[config.mk]
export PLATFORM = sky130hd
export DESIGN_NAME = point_mass_velocity_integrator
export DESIGN_NICKNAME = d
export VERILOG_FILES = /design/src/hw/rtl/pmvi_pkg.sv /design/src/hw/rtl/point_mass_velocity_integrator.sv /design/src/hw/rtl/pmvi_div.sv
export SDC_FILE = /design/constraint.sdc
export NUM_CORES = 2
export LEC_CHECK = 0
export BUFFER_PORTS_ARGS = -buffer_cell sky130_fd_sc_hd__buf_2
export CAP_MARGIN = 20
export CORE_ASPECT_RATIO = 1.75
export CORE_UTILIZATION = 55
export CTS_CLUSTER_DIAMETER = 60
export DETAILED_ROUTE_END_ITERATION = 10
export PLACE_DENSITY_LB_ADDON = 0.25
export SLEW_MARGIN = 20
export SYNTH_ARGS = -nofsm -noshare
export SYNTH_HDL_FRONTEND = slang
export SYNTH_HIERARCHICAL = 1
export SYNTH_SLANG_ARGS = --single-unit
[constraint.sdc]
create_clock -name clk -period 8.6 [get_ports clk]
set_input_delay 0.86 -clock clk [delete_from_list [all_inputs] [get_ports clk]]
set_output_delay 0.86 -clock clk [all_outputs]
set_load 0.01 [all_outputs]
[src/hw/rtl/pmvi_pkg.sv]
// Shared types, constants and helpers for the point-mass velocity integrator.
// Used by pmvi_div and point_mass_velocity_integrator; depends on nothing.
package pmvi_pkg;

  // Field and datapath widths
  localparam int VEL_W     = 32;            // velocity and pending force, Q16.16
  localparam int WEIGHT_W  = 31;            // mass_weight and body_volume
  localparam int FORCE_W   = 36;            // exact total force per axis
  localparam int ACC_W     = 36;            // signed acceleration from the divider
  localparam int SUM_W     = ACC_W + 1;     // velocity plus acceleration
  localparam int Q_W       = 34;            // quotient bits developed by the divider
  localparam int CNT_W     = 6;             // divider step counter
  localparam int MUL_A_W   = 33;            // multiplier operand A (signed)
  localparam int MUL_B_W   = 18;            // multiplier operand B (signed coefficient)
  localparam int PROD_W    = MUL_A_W + MUL_B_W;
  localparam int FRAC_W    = 16;
  localparam int RND_W     = PROD_W - FRAC_W;
  localparam int CFG_IDX_W = 2;

  // Q16.16 coefficients
  localparam logic signed [MUL_B_W-1:0] BUOYANCY_Q    = -18'sd34079;
  localparam logic signed [MUL_B_W-1:0] DRAG_WATER_Q  = 18'sd1966;
  localparam logic signed [MUL_B_W-1:0] DRAG_GROUND_Q = 18'sd3277;
  localparam logic signed [MUL_B_W-1:0] DRAG_AIR_Q    = 18'sd7;
  localparam logic signed [PROD_W-1:0]  ROUND_HALF    = PROD_W'(32768);

  // Saturation limits on the acceleration / sum width
  localparam logic signed [ACC_W-1:0] ACC_POS_MAX = ACC_W'(64'sh7FFFFFFF);
  localparam logic signed [ACC_W-1:0] ACC_NEG_MAX = -ACC_W'(64'sh80000000);

  // Register indexes on the configuration port
  localparam logic [CFG_IDX_W-1:0] CFG_MASS_WEIGHT = 2'd0;
  localparam logic [CFG_IDX_W-1:0] CFG_BODY_VOLUME = 2'd1;
  localparam logic [CFG_IDX_W-1:0] CFG_CONST_ON    = 2'd2;

  // Input commands
  typedef enum logic [1:0] {
    CMD_ADD_FORCE = 2'd0,
    CMD_TICK      = 2'd1,
    CMD_SET_ENV   = 2'd2,
    CMD_INV_ENV   = 2'd3
  } cmd_t;

  // Clamp a wide signed value to signed 32 bits
  function automatic logic signed [VEL_W-1:0] sat_vel(input logic signed [SUM_W-1:0] x);
    logic signed [SUM_W-1:0] hi;
    logic signed [SUM_W-1:0] lo;
    hi = SUM_W'(64'sh7FFFFFFF);
    lo = -SUM_W'(64'sh80000000);
    if (x > hi) begin
      sat_vel = hi[VEL_W-1:0];
    end else if (x < lo) begin
      sat_vel = lo[VEL_W-1:0];
    end else begin
      sat_vel = x[VEL_W-1:0];
    end
  endfunction

endpackage

[src/hw/rtl/point_mass_velocity_integrator.sv]
// Non-tick transactions: result valid the cycle after acceptance, one per cycle while out_ready holds.
// Tick transactions: no new input is accepted until the sequencer is back in S_IDLE: one shared
// 33x18 multiplier does three multiply/accumulate pairs, the shared divider then handles
// each axis, x then y, and S_DONE publishes the result; zero weight or an oversized
// quotient skips the division steps. Ready drops while busy or a result waits.
// Synchronous active-low reset clears velocity, pending force and mode, loads defaults.
module point_mass_velocity_integrator import pmvi_pkg::*; (
  input  logic                        clk,
  input  logic                        rst_n,
  // input channel
  input  logic                        in_valid,
  output logic                        in_ready,
  input  logic [1:0]                  in_command,
  input  logic signed [VEL_W-1:0]     in_force_x,
  input  logic signed [VEL_W-1:0]     in_force_y,
  input  logic                        in_grounded,
  input  logic                        in_environment,
  // result channel
  output logic                        out_valid,
  input  logic                        out_ready,
  output logic signed [VEL_W-1:0]     out_velocity_x,
  output logic signed [VEL_W-1:0]     out_velocity_y,
  output logic                        out_mode_now,
  // configuration port
  input  logic                        cfg_we,
  input  logic [CFG_IDX_W-1:0]        cfg_index,
  input  logic [WEIGHT_W-1:0]         cfg_wdata
);

  typedef enum logic [2:0] {
    S_IDLE,
    S_MUL,
    S_ADD,
    S_DIVX_GO,
    S_DIVX_WAIT,
    S_DIVY_GO,
    S_DIVY_WAIT,
    S_DONE
  } state_t;

  typedef enum logic [1:0] {
    T_BUOY,
    T_DRAG_X,
    T_DRAG_Y
  } term_t;

  state_t                       state_r;
  term_t                        term_r;

  logic [WEIGHT_W-1:0]          mass_weight_r;
  logic [WEIGHT_W-1:0]          body_volume_r;
  logic                         const_on_r;

  logic signed [VEL_W-1:0]      vel_x_r;
  logic signed [VEL_W-1:0]      vel_y_r;
  logic signed [VEL_W-1:0]      pending_x_r;
  logic signed [VEL_W-1:0]      pending_y_r;
  logic                         env_mode_r;

  logic signed [FORCE_W-1:0]    fx_r;
  logic signed [FORCE_W-1:0]    fy_r;
  logic signed [MUL_B_W-1:0]    drag_c_r;
  logic signed [PROD_W-1:0]     prod_r;

  logic                         out_valid_r;
  logic signed [VEL_W-1:0]      out_vx_r;
  logic signed [VEL_W-1:0]      out_vy_r;
  logic                         out_mode_r;

  cmd_t                         cmd;
  logic                         in_fire;
  logic [WEIGHT_W-1:0]          gravity;
  logic signed [MUL_A_W-1:0]    mul_a;
  logic signed [MUL_B_W-1:0]    mul_b;
  logic signed [PROD_W-1:0]     mul_p;
  logic signed [PROD_W-1:0]     rnd_sum;
  logic signed [FORCE_W-1:0]    rnd_term;
  logic signed [SUM_W-1:0]      pend_sum_x;
  logic signed [SUM_W-1:0]      pend_sum_y;
  logic signed [SUM_W-1:0]      vel_sum;
  logic                         div_start;
  logic signed [FORCE_W-1:0]    div_force;
  logic                         div_done;
  logic signed [ACC_W-1:0]      div_acc;

  assign cmd      = cmd_t'(in_command);
  assign in_ready = (state_r == S_IDLE) && (!out_valid_r || out_ready);
  assign in_fire  = in_valid && in_ready;

  // Gravity term: weight * 0.5 rounded half up
  assign gravity = WEIGHT_W'(({1'b0, mass_weight_r} + 1'b1) >> 1);

  // Shared multiplier operand selection
  always_comb begin
    case (term_r)
      T_BUOY: begin
        mul_a = {2'b00, body_volume_r};
        mul_b = BUOYANCY_Q;
      end
      T_DRAG_X: begin
        mul_a = MUL_A_W'(0) - {vel_x_r[VEL_W-1], vel_x_r};
        mul_b = drag_c_r;
      end
      T_DRAG_Y: begin
        mul_a = MUL_A_W'(0) - {vel_y_r[VEL_W-1], vel_y_r};
        mul_b = drag_c_r;
      end
      default: begin
        mul_a = '0;
        mul_b = '0;
      end
    endcase
  end

  assign mul_p = mul_a * mul_b;

  // Round the registered product back to Q16.16
  assign rnd_sum  = prod_r + ROUND_HALF;
  assign rnd_term = {{(FORCE_W - RND_W){rnd_sum[PROD_W-1]}}, rnd_sum[PROD_W-1:FRAC_W]};

  // Saturating pending-force sums
  assign pend_sum_x = SUM_W'(pending_x_r) + SUM_W'(in_force_x);
  assign pend_sum_y = SUM_W'(pending_y_r) + SUM_W'(in_force_y);

  // Divider feed and velocity update
  assign div_start = (state_r == S_DIVX_GO) || (state_r == S_DIVY_GO);
  assign div_force = (state_r == S_DIVY_GO) ? fy_r : fx_r;
  assign vel_sum   = (state_r == S_DIVY_WAIT) ? (SUM_W'(vel_y_r) + SUM_W'(div_acc))
                                              : (SUM_W'(vel_x_r) + SUM_W'(div_acc));

  pmvi_div u_div (
    .clk      (clk),
    .rst_n    (rst_n),
    .start    (div_start),
    .force_in (div_force),
    .weight   (mass_weight_r),
    .done     (div_done),
    .acc      (div_acc)
  );

  // Sequencer, architectural state and result register
  always_ff @(posedge clk) begin
    if (!rst_n) begin
      state_r       <= S_IDLE;
      term_r        <= T_BUOY;
      mass_weight_r <= WEIGHT_W'(65536);
      body_volume_r <= WEIGHT_W'(65536);
      const_on_r    <= 1'b1;
      vel_x_r       <= '0;
      vel_y_r       <= '0;
      pending_x_r   <= '0;
      pending_y_r   <= '0;
      env_mode_r    <= 1'b0;
      out_valid_r   <= 1'b0;
    end else begin
      // configuration writes
      if (cfg_we) begin
        case (cfg_index)
          CFG_MASS_WEIGHT: mass_weight_r <= cfg_wdata;
          CFG_BODY_VOLUME: body_volume_r <= cfg_wdata;
          CFG_CONST_ON:    const_on_r    <= cfg_wdata[0];
          default: ;
        endcase
      end

      // drop the result once taken
      if (out_valid_r && out_ready) begin
        out_valid_r <= 1'b0;
      end

      case (state_r)
        S_IDLE: begin
          if (in_fire) begin
            case (cmd)
              CMD_ADD_FORCE: begin
                pending_x_r <= sat_vel(pend_sum_x);
                pending_y_r <= sat_vel(pend_sum_y);
                out_valid_r <= 1'b1;
                out_vx_r    <= vel_x_r;
                out_vy_r    <= vel_y_r;
                out_mode_r  <= env_mode_r;
              end
              CMD_TICK: begin
                fx_r <= FORCE_W'(pending_x_r);
                fy_r <= FORCE_W'(pending_y_r) +
                        (const_on_r ? FORCE_W'(gravity) : FORCE_W'(0));
                if (!env_mode_r) begin
                  drag_c_r <= DRAG_WATER_Q;
                end else if (in_grounded) begin
                  drag_c_r <= DRAG_GROUND_Q;
                end else begin
                  drag_c_r <= DRAG_AIR_Q;
                end
                term_r  <= T_BUOY;
                state_r <= S_MUL;
              end
              CMD_SET_ENV: begin
                env_mode_r  <= in_environment;
                out_valid_r <= 1'b1;
                out_vx_r    <= vel_x_r;
                out_vy_r    <= vel_y_r;
                out_mode_r  <= in_environment;
              end
              CMD_INV_ENV: begin
                env_mode_r  <= !env_mode_r;
                out_valid_r <= 1'b1;
                out_vx_r    <= vel_x_r;
                out_vy_r    <= vel_y_r;
                out_mode_r  <= !env_mode_r;
              end
              default: ;
            endcase
          end
        end
        S_MUL: begin
          prod_r  <= mul_p;
          state_r <= S_ADD;
        end
        S_ADD: begin
          // accumulate the rounded term into its axis (buoyancy only with constants on, in water)
          case (term_r)
            T_BUOY: begin
              if (const_on_r && !env_mode_r) begin
                fy_r <= fy_r + rnd_term;
              end
              term_r  <= T_DRAG_X;
              state_r <= S_MUL;
            end
            T_DRAG_X: begin
              fx_r    <= fx_r + rnd_term;
              term_r  <= T_DRAG_Y;
              state_r <= S_MUL;
            end
            default: begin
              fy_r    <= fy_r + rnd_term;
              state_r <= S_DIVX_GO;
            end
          endcase
        end
        S_DIVX_GO: begin
          state_r <= S_DIVX_WAIT;
        end
        S_DIVX_WAIT: begin
          if (div_done) begin
            vel_x_r <= sat_vel(vel_sum);
            state_r <= S_DIVY_GO;
          end
        end
        S_DIVY_GO: begin
          state_r <= S_DIVY_WAIT;
        end
        S_DIVY_WAIT: begin
          if (div_done) begin
            vel_y_r <= sat_vel(vel_sum);
            state_r <= S_DONE;
          end
        end
        S_DONE: begin
          // publish, clear the accumulator
          pending_x_r <= '0;
          pending_y_r <= '0;
          out_valid_r <= 1'b1;
          out_vx_r    <= vel_x_r;
          out_vy_r    <= vel_y_r;
          out_mode_r  <= env_mode_r;
          state_r     <= S_IDLE;
        end
        default: begin
          state_r <= S_IDLE;
        end
      endcase
    end
  end

  assign out_valid      = out_valid_r;
  assign out_velocity_x = out_vx_r;
  assign out_velocity_y = out_vy_r;
  assign out_mode_now   = out_mode_r;

`ifndef SYNTH
  a_done_out_free: assert property (@(posedge clk) disable iff (!rst_n)
    (state_r == S_DONE) |-> !out_valid_r)
    else $error("tick result would overwrite a waiting result");
  a_pend_cleared: assert property (@(posedge clk) disable iff (!rst_n)
    (state_r == S_DONE) |=> (pending_x_r == '0) && (pending_y_r == '0))
    else $error("pending force not cleared after tick");
  a_vel_idle: assert property (@(posedge clk) disable iff (!rst_n)
    (state_r == S_IDLE) |=> $stable(vel_x_r) && $stable(vel_y_r))
    else $error("velocity changed outside a tick");
  a_div_only_wait: assert property (@(posedge clk) disable iff (!rst_n)
    div_done |-> (state_r == S_DIVX_WAIT) || (state_r == S_DIVY_WAIT))
    else $error("divider finished outside a wait state");
`endif

endmodule

[src/hw/rtl/pmvi_div.sv]
// Iterative restoring divider: acceleration = (force * 2^16) / weight,
// truncated toward zero, one quotient bit per cycle. Depends on pmvi_pkg.
module pmvi_div import pmvi_pkg::*; (
  input  logic                       clk,
  input  logic                       rst_n,
  input  logic                       start,
  input  logic signed [FORCE_W-1:0]  force_in,
  input  logic        [WEIGHT_W-1:0] weight,
  output logic                       done,
  output logic signed [ACC_W-1:0]    acc
);

  logic                    busy_r;
  logic                    done_r;
  logic                    neg_r;
  logic [CNT_W-1:0]        cnt_r;
  logic [WEIGHT_W-1:0]     rem_r;
  logic [Q_W-1:0]          dvd_r;
  logic [Q_W-1:0]          quo_r;
  logic signed [ACC_W-1:0] acc_r;

  logic [FORCE_W-1:0]      mag;
  logic                    too_big;
  logic [WEIGHT_W:0]       trial;
  logic                    fits;
  logic [WEIGHT_W-1:0]     rem_nxt;
  logic [Q_W-1:0]          quo_nxt;
  logic [ACC_W-1:0]        quo_ext;

  // Magnitude of the dividend and the quotient-overflow check
  assign mag     = force_in[FORCE_W-1] ? FORCE_W'(-force_in) : FORCE_W'(force_in);
  assign too_big = {(WEIGHT_W + 18 - FORCE_W)'(0), mag} >= {weight, 18'd0};

  // One restoring step: shift in a dividend bit, subtract when it fits
  assign trial   = {rem_r, dvd_r[Q_W-1]};
  assign fits    = trial >= {1'b0, weight};
  assign rem_nxt = fits ? WEIGHT_W'(trial - {1'b0, weight}) : trial[WEIGHT_W-1:0];
  assign quo_nxt = {quo_r[Q_W-2:0], fits};
  assign quo_ext = {(ACC_W - Q_W)'(0), quo_nxt};

  always_ff @(posedge clk) begin
    if (!rst_n) begin
      busy_r <= 1'b0;
      done_r <= 1'b0;
      cnt_r  <= '0;
    end else begin
      done_r <= 1'b0;
      if (start) begin
        neg_r <= force_in[FORCE_W-1];
        if (weight == '0) begin
          // zero weight: the signed 32-bit limit with the force's sign, zero for zero force
          done_r <= 1'b1;
          if (force_in > 0) begin
            acc_r <= ACC_POS_MAX;
          end else if (force_in < 0) begin
            acc_r <= ACC_NEG_MAX;
          end else begin
            acc_r <= '0;
          end
        end else if (too_big) begin
          // quotient beyond the counted bits: clamp, the velocity saturates anyway
          done_r <= 1'b1;
          acc_r  <= force_in[FORCE_W-1] ? -ACC_W'({Q_W{1'b1}}) : ACC_W'({Q_W{1'b1}});
        end else begin
          busy_r <= 1'b1;
          cnt_r  <= '0;
          rem_r  <= WEIGHT_W'(mag[FORCE_W-1:18]);
          dvd_r  <= {mag[17:0], 16'd0};
          quo_r  <= '0;
        end
      end else if (busy_r) begin
        rem_r <= rem_nxt;
        dvd_r <= {dvd_r[Q_W-2:0], 1'b0};
        quo_r <= quo_nxt;
        cnt_r <= cnt_r + 1'b1;
        if (cnt_r == CNT_W'(Q_W - 1)) begin
          busy_r <= 1'b0;
          done_r <= 1'b1;
          acc_r  <= neg_r ? -quo_ext : quo_ext;
        end
      end
    end
  end

  assign done = done_r;
  assign acc  = acc_r;

`ifndef SYNTH
  a_cnt_range: assert property (@(posedge clk) disable iff (!rst_n)
    busy_r |-> (cnt_r < CNT_W'(Q_W)))
    else $error("divider step count out of range");
  a_start_free: assert property (@(posedge clk) disable iff (!rst_n)
    start |-> !busy_r)
    else $error("divider started while busy");
  a_done_pulse: assert property (@(posedge clk) disable iff (!rst_n)
    done_r |=> !done_r)
    else $error("divider done held longer than one cycle");
`endif

endmodule
==> tab_implementation.tex <==
\begin{tabular}{lr}
\hline
Metric & Value \\
\hline
\multicolumn{2}{l}{\textbf{Placement}} \\
Detailed-placement wirelength estimate & 157,000 µm \\
\# port buffers & 172 \\
Placed cell area & 59,300 µm² \\
Inst Count DP & 7,732 \\
Gp weighted congestion & 1.06 \\
\multicolumn{2}{l}{\textbf{Timing}} \\
Hold WS & 429 ps \\
RSZ-0062 raised after global routing & true \\
Slew @ Worst Pin & 1200 ps \\
Max Clock Freq & around 120 MHz \\
Final hold viol count & 0 \\
Summed negative setup slack over all endpoints & 0 ps \\
Shortest clock period the worst path allows after layout & 8580 ps \\
Final number of max-transition violations & 0 \\
Number of failing setup endpoints in the final timing report & 0 \\
Final Skew & roughly 40 ps \\
Rel. slew slack & 19.6\% \\
Part of the cycle the worst path needs & about 100\% \\
\multicolumn{2}{l}{\textbf{Detailed routing}} \\
DRC errors left & 0 \\
Routed WL per cell & 24.4 µm \\
Average via count per standard cell & $\sim$6 \\
Number of iterations in the first detailed-routing pass & 6 \\
Number of DRC markers after the initial detailed-route iteration & 3,552 \\
Vias after detailed routing & around 47,000 \\
Routed wire length & 192,000 µm \\
Final antenna-violating net count & 0 \\
\multicolumn{2}{l}{\textbf{Pwr}} \\
Share of total power in the clock network & between 15 and 20\% \\
Combinational group share of total power & 58.3\% \\
Switching power share of the total & between 40 and 50\% \\
Cell Int Power & slightly below 0.008 W \\
Part of the power in registers & 22.4\% \\
Worst supply voltage drop on vdd & 0.000290 V \\
Total power divided by cell area & about 220 nW/µm² \\
Switching power summed over all nets & 0.00565 W \\
P\_leak & between 20 and 30 nW \\
\multicolumn{2}{l}{\textbf{Logic synthesis}} \\
Post-synthesis sequential area ratio & 24.2\% \\
Average instance area after synthesis & 8.98 µm² \\
Primary FF master, synth & sky130\_fd\_sc\_hd\_\_edfxtp\_1 \\
Largest cells by area after synthesis & sky130\_fd\_sc\_hd\_\_fa\_1 18\%, sky130\_fd\_sc\_hd\_\_edfxtp\_1 17\%, sky130\_fd\_sc\_hd\_\_ha\_1 10\%, sky130\_fd\_sc\_hd\_\_dfxtp\_1 7.6\%, sky130\_fd\_sc\_hd\_\_inv\_1 5.4\% \\
Cell area after synthesis & 53,900 µm² \\
Yosys warning total & 6 \\
Synth top area share & 18.4\% \\
Post-Synthesis Net Count & 7,052 \\
Fraction of registers with async set/reset & 0\% \\
Post-synthesis cell type count & 115 \\
Register bit count reported by yosys & 503 \\
Top cell type by total area after synthesis & sky130\_fd\_sc\_hd\_\_fa\_1 \\
Synthesized instance count & 6,002 \\
EDFF count, synth & approximately 300 \\
\multicolumn{2}{l}{\textbf{Global route}} \\
Global-route wire length before repair & 288,000 µm \\
Maximum number of pins on one net before global-route repair & 71 \\
Number of global-route vias before repair & 48,915 \\
Residual overflow from global routing & 0 \\
All-layer global routing usage & $\sim$39\% \\
Number of antenna violations at the first check in global routing & 6 \\
\multicolumn{2}{l}{\textbf{Finish}} \\
Non-filler instance count after layout & slightly below 8,000 \\
\# fillers & approximately 8,200 \\
Layout-stage area growth over the synthesis result & 15.7\% \\
Share of layout cells above drive strength 1 & 17.2\% \\
Most common cell after layout, fill and taps aside & sky130\_fd\_sc\_hd\_\_inv\_1 \\
Number of nets in the layout & 7,576 \\
Most used cells in the layout excluding fill and tap cells & 760 x sky130\_fd\_sc\_hd\_\_inv\_1, 630 x sky130\_fd\_sc\_hd\_\_nand2\_1, 480 x sky130\_fd\_sc\_hd\_\_fa\_1 \\
Post-layout instance area & 62,400 µm² \\
\multicolumn{2}{l}{\textbf{Job}} \\
Number of max-cap violations & 0 \\
\multicolumn{2}{l}{\textbf{Clocking}} \\
Clk sinks & 503 \\
Root Buffer & sky130\_fd\_sc\_hd\_\_clkbuf\_16 \\
Insertion delay of the later-clocked pin in the worst-skew pair & between 600 and 700 ps \\
Register clock-pin slew on the reported worst setup and hold paths & $\sim$70 ps \\
TritonCTS clock tree & yes \\
Clock Path Buffers & 3 \\
TritonCTS Buffers & 53 \\
Count of hold buffers inserted by post-cts repair & 0 \\
Number of levels in the clock H-tree & 2 \\
\multicolumn{2}{l}{\textbf{Setup path}} \\
Max FO, Critical Path & 7 \\
Crit. Startpoint & term\_r[0] \\
Top Family by Delay on Critical Path & adder cells \\
Crit path launch type & register \\
Critical path data arrival time & 9020 ps \\
Crit-path slowest cell & sky130\_fd\_sc\_hd\_\_or4\_4 \\
Most common cell type on the critical path & sky130\_fd\_sc\_hd\_\_fa\_1 \\
CP Buf/Inv Count & 8 \\
Worst Path Required & roughly 9000 ps \\
Largest incremental delay on the critical path & approximately 640 ps \\
Critical path type & reg -> reg \\
Critical Path End Type & register \\
Worst flop-to-flop path startpoint & term\_r[0] \\
\multicolumn{2}{l}{\textbf{Floorplan}} \\
Core Box Area & 96,900 µm² \\
Chip Height & roughly 420 µm \\
Die X & 239 µm \\
Floorplan die area & 99,400 µm² \\
\# IOs & 173 \\
Starting utilization of the core area & 55.6\% \\
Number of rows created at floorplan & 151 \\
\multicolumn{2}{l}{\textbf{Worst hold path}} \\
Hold path startpoint & cfg\_wdata[3] \\
HP Class & in -> reg \\
\multicolumn{2}{l}{\textbf{Run status}} \\
Outcome & finished clean \\
\hline
\end{tabular}
-- logic make-up (layout without fill, tap and decap cells) --
family,after synthesis,after routing,share of synthesized area [%]
xor gates and xnor gates,386,386,6.27
buffers and inverters,988,1557,7.20
DFF,503,503,24.2
and+or+nand+nor,1670,1670,14.6
muxes,119,119,2.40
AOI/OAI and AO/OA,1390,1390,16.5
adders and majority gates,946,946,28.8
other,0,4,0
-- synth_stat cells, drive strengths merged (18+ instances only) --
master,count
inv,778
nand2,641
fa,496
ha,448
a21oi,440
nor2,374
o21ai,338
edfxtp,297
xnor2,223
dfxtp,206
clkbuf,165
xor2,163
a21o,141
nand3,93
and2,90
mux2,81
nor2b,79
nand2b,74
nor3,74
a31oi,51
nand4,45
o21a,45
and3,44
buf,44
o31ai,41
mux2i,38
a211oi,37
or3,35
a22oi,33
o211ai,33
or2,32
o21bai,31
a221o,25
nor4,21
nor3b,18
-- stage by stage --
stage                     total power [W]  util [%]  setup WS [ps]
after global routing               0.0146      64.4           -201
after floorplan                   0.00777         -           9.06
after global placement             0.0105      61.1           -493
after detailed placement           0.0106      61.1           -585
final                              0.0136      64.4           24.6
after CTS                          0.0134      63.5           1.79
-- power groups by stage --
stage               combinational, W  clock [W]  sequential (W)
global route                 0.00882    0.00271         0.00305
finish                       0.00793    0.00262         0.00304
global placement             0.00746          0         0.00309
detailed placement           0.00751          0         0.00309
CTS                          0.00774    0.00264         0.00304
floorplan                    0.00472          0         0.00305
-- final cells by class --
class / count / area, µm² / share of cell area (%)
timing repair buffer: 679 / 4900 / 7.86
clock inverter: 38 / 524 / 0.840
multi-input combinational: 4511 / 37900 / 60.8
inverter: 778 / 2920 / 4.68
clock buffer: 62 / 1430 / 2.30
antenna: 4 / 10.0 / 0.0160
sequential: 503 / 13000 / 20.9
tap: 1300 / 1630 / 2.61
-- worst register-to-register path, delay by kind of cell, from the launching register on --
kind	cells	cell delay, ps
AOI/OAI and AO/OA	9	1770
adders and majority gates	8	3620
buffers and inverters	8	900
DFF	1	330
muxes	1	220
and+or+nand+nor	5	1490
-- per-layer routing --
layer / GRT usage (%) / wire [µm]
met2: 67.5 / 94700
met4: 39.1 / 23600
met1: 39.4 / 63200
met5: 0 / 29
met3: 5.44 / 11000
-- final timing paths --
check | end | slack (ps) | cells after the start
max | prod_r[50] | 20 | 31
min | body_volume_r[3] | 430 | 3
max reg2reg | prod_r[50] | 20 | 31
min reg2reg | body_volume_r[17] | 460 | 2
-- repair_timing --
item	4_1_cts	5_1_grt
pin swaps	33	102
gates resized for setup	64	145
setup endpoints to repair	21	22
buffers inserted	9	29
-- state kept, by name (all words and copies together) (netlist names), 2 cells and up --
name	cells
out_velocity_y	32
mass_weight_r	31
u_div/rem_r	31
drag_c_r	5
vel_y_r	32
fx_r	36
u_div/quo_r	33
out_velocity_x	32
u_div/dvd_r	18
vel_x_r	32
fy_r	36
body_volume_r	31
u_div/cnt_r	6
state_r	3
prod_r	36
term_r	2
pending_x_r	32
u_div/acc	36
pending_y_r	32
Power figures use the tool's default switching activity.
